## config.mk

```make
export PLATFORM = sky130hd
export DESIGN_NAME = tmh_slot_alloc
export DESIGN_NICKNAME = d
export VERILOG_FILES = /design/src/hw/rtl/tmh_pkg.sv /design/src/hw/rtl/tmh_slot_alloc.sv
export SDC_FILE = /design/constraint.sdc
export NUM_CORES = 1
export LEC_CHECK = 0
export ABC_AREA = 1
export ABC_CLOCK_PERIOD_IN_PS = 9270
export CAP_MARGIN = 40
export CORE_MARGIN = 10
export CORE_UTILIZATION = 30
export DETAILED_ROUTE_END_ITERATION = 10
export DONT_BUFFER_PORTS = 1
export SLEW_MARGIN = 5
export SYNTH_ARGS = -nofsm -noshare
export SYNTH_HDL_FRONTEND = slang
export SYNTH_SLANG_ARGS = --single-unit
```

## constraint.sdc

```tcl
create_clock -name vclk -period 9.27
set_input_delay 1.3905 -clock vclk [all_inputs]
set_output_delay 1.3905 -clock vclk [all_outputs]
set_load 0.03 [all_outputs]
```

## src/hw/rtl/tmh_pkg.sv

```systemverilog
// Shared types, constants and helpers for the timer task heap scheduler.
package tmh_pkg;

  localparam int TASK_SLOTS = 64;
  localparam int SLOT_W     = $clog2(TASK_SLOTS);
  localparam int CNT_W      = SLOT_W + 1;

  localparam logic [2:0] OP_ADD      = 3'd0;
  localparam logic [2:0] OP_TICK     = 3'd1;
  localparam logic [2:0] OP_RELEASE  = 3'd2;
  localparam logic [2:0] OP_KILL     = 3'd3;
  localparam logic [2:0] OP_DELAY    = 3'd4;
  localparam logic [2:0] OP_EARLIEST = 3'd5;
  localparam logic [2:0] OP_CLEAR    = 3'd6;

  localparam logic [1:0] ST_DONE     = 2'd0;
  localparam logic [1:0] ST_FULL     = 2'd1;
  localparam logic [1:0] ST_NONE     = 2'd2;
  localparam logic [1:0] ST_BAD_HDL  = 2'd3;

  localparam logic [1:0] REF_FREE    = 2'd0;
  localparam logic [1:0] REF_QUEUE   = 2'd1;
  localparam logic [1:0] REF_HELD    = 2'd2;

  typedef struct packed {
    logic [2:0]  op;
    logic [63:0] now;
    logic [63:0] due_or_offset;
    logic        relative;
    logic [27:0] period;
    logic        repeat_req;
    logic        keep_handle;
    logic [31:0] tag;
    logic [5:0]  handle;
  } cmd_t;

  typedef struct packed {
    logic [1:0]  status;
    logic [5:0]  slot;
    logic        fired;
    logic [31:0] fired_tag;
    logic        was_killed;
    logic [63:0] time_value;
  } rsp_t;

  // Heap node: ordering on {due, slot} gives ties to the lowest slot.
  typedef struct packed {
    logic [63:0]       due;
    logic [SLOT_W-1:0] slot;
  } heap_ent_t;

  typedef struct packed {
    logic [27:0] interval;
    logic [31:0] token;
  } slot_ent_t;

  function automatic logic ent_earlier(heap_ent_t a, heap_ent_t b);
    return a < b;
  endfunction

endpackage

```

## src/hw/rtl/tmh_slot_alloc.sv

```systemverilog
// Lowest free slot finder over the per-slot busy vector.
module tmh_slot_alloc (
  input  logic [tmh_pkg::TASK_SLOTS-1:0] used,
  output logic                           found,
  output logic [tmh_pkg::SLOT_W-1:0]     slot
);
  import tmh_pkg::*;

  always_comb begin
    found = 1'b0;
    slot  = '0;
    for (int i = TASK_SLOTS - 1; i >= 0; i--) begin
      if (!used[i]) begin
        found = 1'b1;
        slot  = SLOT_W'(i);
      end
    end
  end

endmodule

```

# Word-level counts from Yosys, hierarchy flattened
# Index checks and enable logic that the tools add are counted.
[word_totals] elab_cells=128 latch_bits=0 inputBits=64 register_bits=0 output_inout_bits=7 mem_bits_ro=0 memories=0 ram_bits=0
[classes] div=0 muxes=128 n_addsub=0 n_mul=0 eq_ne=0 n_reduce_logical=0 shifts=0 n_lt_le_gt_ge=0 bitwise=0
[ops] operator="$mux W6" count=64
[ops] operator="$mux W1" count=64

# Longest topological paths before layout
[depth] word_depth=64 depth_mapped=61 depth_no_buf=61

# Worst setup path before layout
# No wires, ideal clock.
[synth_timing] path_type="in2out" startpoint="input used[63] (netlist bit)" endpoint="output slot[0] (netlist bit)" t_required_ps=7879 path_stages=61 slack_ps=3666 n_path_buf=0 t_arrival_ps=4213 cell_sequence="inv_1 -> nand2_1 -> nand2_1 -> nand2_1 -> nand2_1 -> nand2_1 -> nand2_1 -> nand2_1 -> nand2_1 -> nand2_1 -> nand2_1 -> nand2_1 -> nand2_1 -> nand2_1 -> nand2_1 -> nand2_1 -> nand2_1 -> nand2_1 -> (+25 left out) -> nand2_1 -> nand2_1 -> nand2_1 -> nand2_1 -> nand2_1 -> nand2_1 -> nand2_1 -> nand2_1 -> nand2_1 -> nand2_1 -> nand2_1 -> nand2_1 -> nand2_1 -> nand2_1 -> nand2_1 -> nand2_1 -> nand2_1 -> a21oi_2"
[synth_between] elab_chain_cells=64
[synth_rtl] element="start, declared" line="tmh_slot_alloc.sv:3" rtl="input logic [tmh_pkg::TASK_SLOTS-1:0] used,"
[synth_rtl] element="$mux W6 (64 in series)" line="tmh_slot_alloc.sv:13" rtl="if (!used[i]) begin"
[synth_rtl] element="end, declared" line="tmh_slot_alloc.sv:5" rtl="output logic [tmh_pkg::SLOT_W-1:0] slot"
# No other way between the ends.

# Worst setup path in the final report
# Same ends and word-level chain as after synthesis.

==> run_results.csv <==
group,metric,value,unit
pwr,power.static_leakage,0.359,nW
drt,drtAntennaViolNets,0,
cts,cts.repair.resized,0,
placement,place_area,741,sq um
layout,final_common_cell,"nand2_1",
layout,fill_cells,271,
critical_path,critPathRequiredTime,7.88,ns
run_status,status,"complete, no violations",
floorplanning,rows,17,
sta,finalMaxSlewViolations,0,
placement,portBuffers,0,
layout,layout_common_cells,"nand2_1, nor2_1, inv_1",
pwr,switching_share,58.1,%
global_routing,first_global_vias,970,
logic_synthesis,synth_area,698,sq um
global_routing,grt_use_total,9.03,%
placement,gp_congestion,0.749,
critical_path,crit_path_frequent_cell,"nand2_1",
critical_path,critical-path-top-delay-family,"simple AND/OR/NAND/NOR gates",
cts,postCtsSetupBuffers,0,
pwr,power,19.1,uW
critical_path,cp-startpoint,"used[63]",
sta,fin_crit,5.83,ns
logic_synthesis,synthCells,165,
sta,rsz0062_at_grt,"no",
layout,regArea,0,sq um
hold_path,worstHoldStart,"used[0]",
drt,postRouteWirelength,2.30,mm
pwr,combPwrFrac,100.0,%
flow_run,drv_cap,0,
pwr,netSwitchingPower,11.1,uW
pwr,sequentialPowerShare,0,%
floorplanning,dieWidth,68.2,um
layout,nClkBuffers,0,
hold_path,hold_class,"primary input to output port",
pwr,p_clk_share,0,%
placement,post-dp-hpwl,2.17,mm
sta,setup_viol,0,
floorplanning,die-area,0.00466,sq mm
sta,max_slew_margin,48.3,%
sta,tns,0,ns
critical_path,start_kind,"primary input",
logic_synthesis,ys_seq_area_share,0,%
floorplanning,ios,71,
critical_path,slowest_delay,0.35,ns
logic_synthesis,synth_fp_nets,229,
critical_path,cp_max_fo,3,
critical_path,timing.critical_path.buf_inv,1,
critical_path,crit_slowest_cell,"a21oi_2",
global_routing,grt_pass1_wl,3.64,mm
critical_path,arrival,4.44,ns
layout,final_cell_area,741,sq um
layout,final_core_util,33.5,%
drt,viasPerCell,4.92,
layout,drive_above_1_share,1.20,%
layout,seq_cell_count,0,
global_routing,grt_overflow,0,
critical_path,crit_path_end_kind,"output port",
pwr,p_per_area,25.7,mW/mm^2
drt,wl_per_cell,11.8,um
sta,period_share,62.9,%
critical_path,path_class,"primary input to output port",
drt,vias,954,
sta,hold_viol_final,0,
layout,antenna_cells,0,
logic_synthesis,avgSynthCellArea,4.23,sq um
cts,ctsHoldBuffers,0,
sta,tightestPinTransition,0.771,ns
drt,drtIter0Drc,25,
pwr,vdd_drop_max,7.38,uV
logic_synthesis,ys_types,14,
logic_synthesis,yosysWarnings,0,
global_routing,antenna_found_initial,0,
layout,area_growth,6.09,%
global_routing,grt_max_degree,5,
drt,first_pass_iters,4,
sta,fmax,171,MHz
floorplanning,core,0.00221,sq mm
floorplanning,start_util,31.6,%
floorplanning,die-height,68.2,um
layout,nNetsFinal,232,
pwr,p_int,7.99,uW
drt,drc_errors,0,
-- per-layer routing --
layer	vias to the layer above	wire length, um	global-route usage (%)	part of all wire [%]
li1	541	-	-	-
met1	373	774	8.93	34
met2	40	1110	17.3	48
met3	0	408	4.73	18
met4	0	0	0	0
met5	-	0	0	0
-- through the flow --
step / std cells / hold WS, ns / setup WS [ns]
finish: 194 / 2.95 / 3.44
global route: 194 / 2.97 / 2.61
CTS: 194 / 2.95 / 3.38
detailed placement: 194 / 2.95 / 3.40
global placement: 194 / 2.95 / 3.44
floorplan: 165 / 2.94 / 3.67
-- power groups by stage --
| stage | logic, mW | clock network [mW] | registers [mW] |
|---|---|---|---|
| after global routing | 0.0232 | 0 | 0 |
| after global placement | 0.0192 | 0 | 0 |
| after floorplan | 0.0172 | 0 | 0 |
| after CTS | 0.0194 | 0 | 0 |
| final | 0.0191 | 0 | 0 |
| after detailed placement | 0.0193 | 0 | 0 |
-- path summary, 6_finish.rpt --
path / endpoint / slack, ns / cells past startpoint
worst max-delay path: slot[0] / 3.44 / 61
worst min-delay path: slot[0] / 2.95 / 2
-- synth_stat cells --
cell type	n	share of area, %
o211ai_1	1	1.1
inv_1	9	4.8
a31oi_1	7	6.3
nor4_1	2	1.8
a21oi_1	2	1.4
a21boi_0	1	1.1
nand4_1	6	5.4
nand2_1	97	52
a21oi_2	1	1.3
nor2_1	22	12
o21bai_1	2	2.1
nand3_1	7	5.0
o21ai_0	6	4.3
nor3_1	2	1.4
-- logic make-up (layout without fill, tap and decap cells) --
| kind of cell | count (synthesis) | in the layout | synth area share, % |
|---|---|---|---|
| compound gates | 20 | 20 | 17.6 |
| simple gates | 136 | 136 | 77.6 |
| buf+inv | 9 | 10 | 4.84 |
-- final cells by class --
class,count,area (sq um),share of cell area [%]
Inverter,9,33.8,4.56
Multi-Input combinational cell,156,664,89.7
Tap cell,28,35.0,4.73
Timing Repair Buffer,1,7.51,1.01
Note: power is estimated with default switching activity, not from simulation.
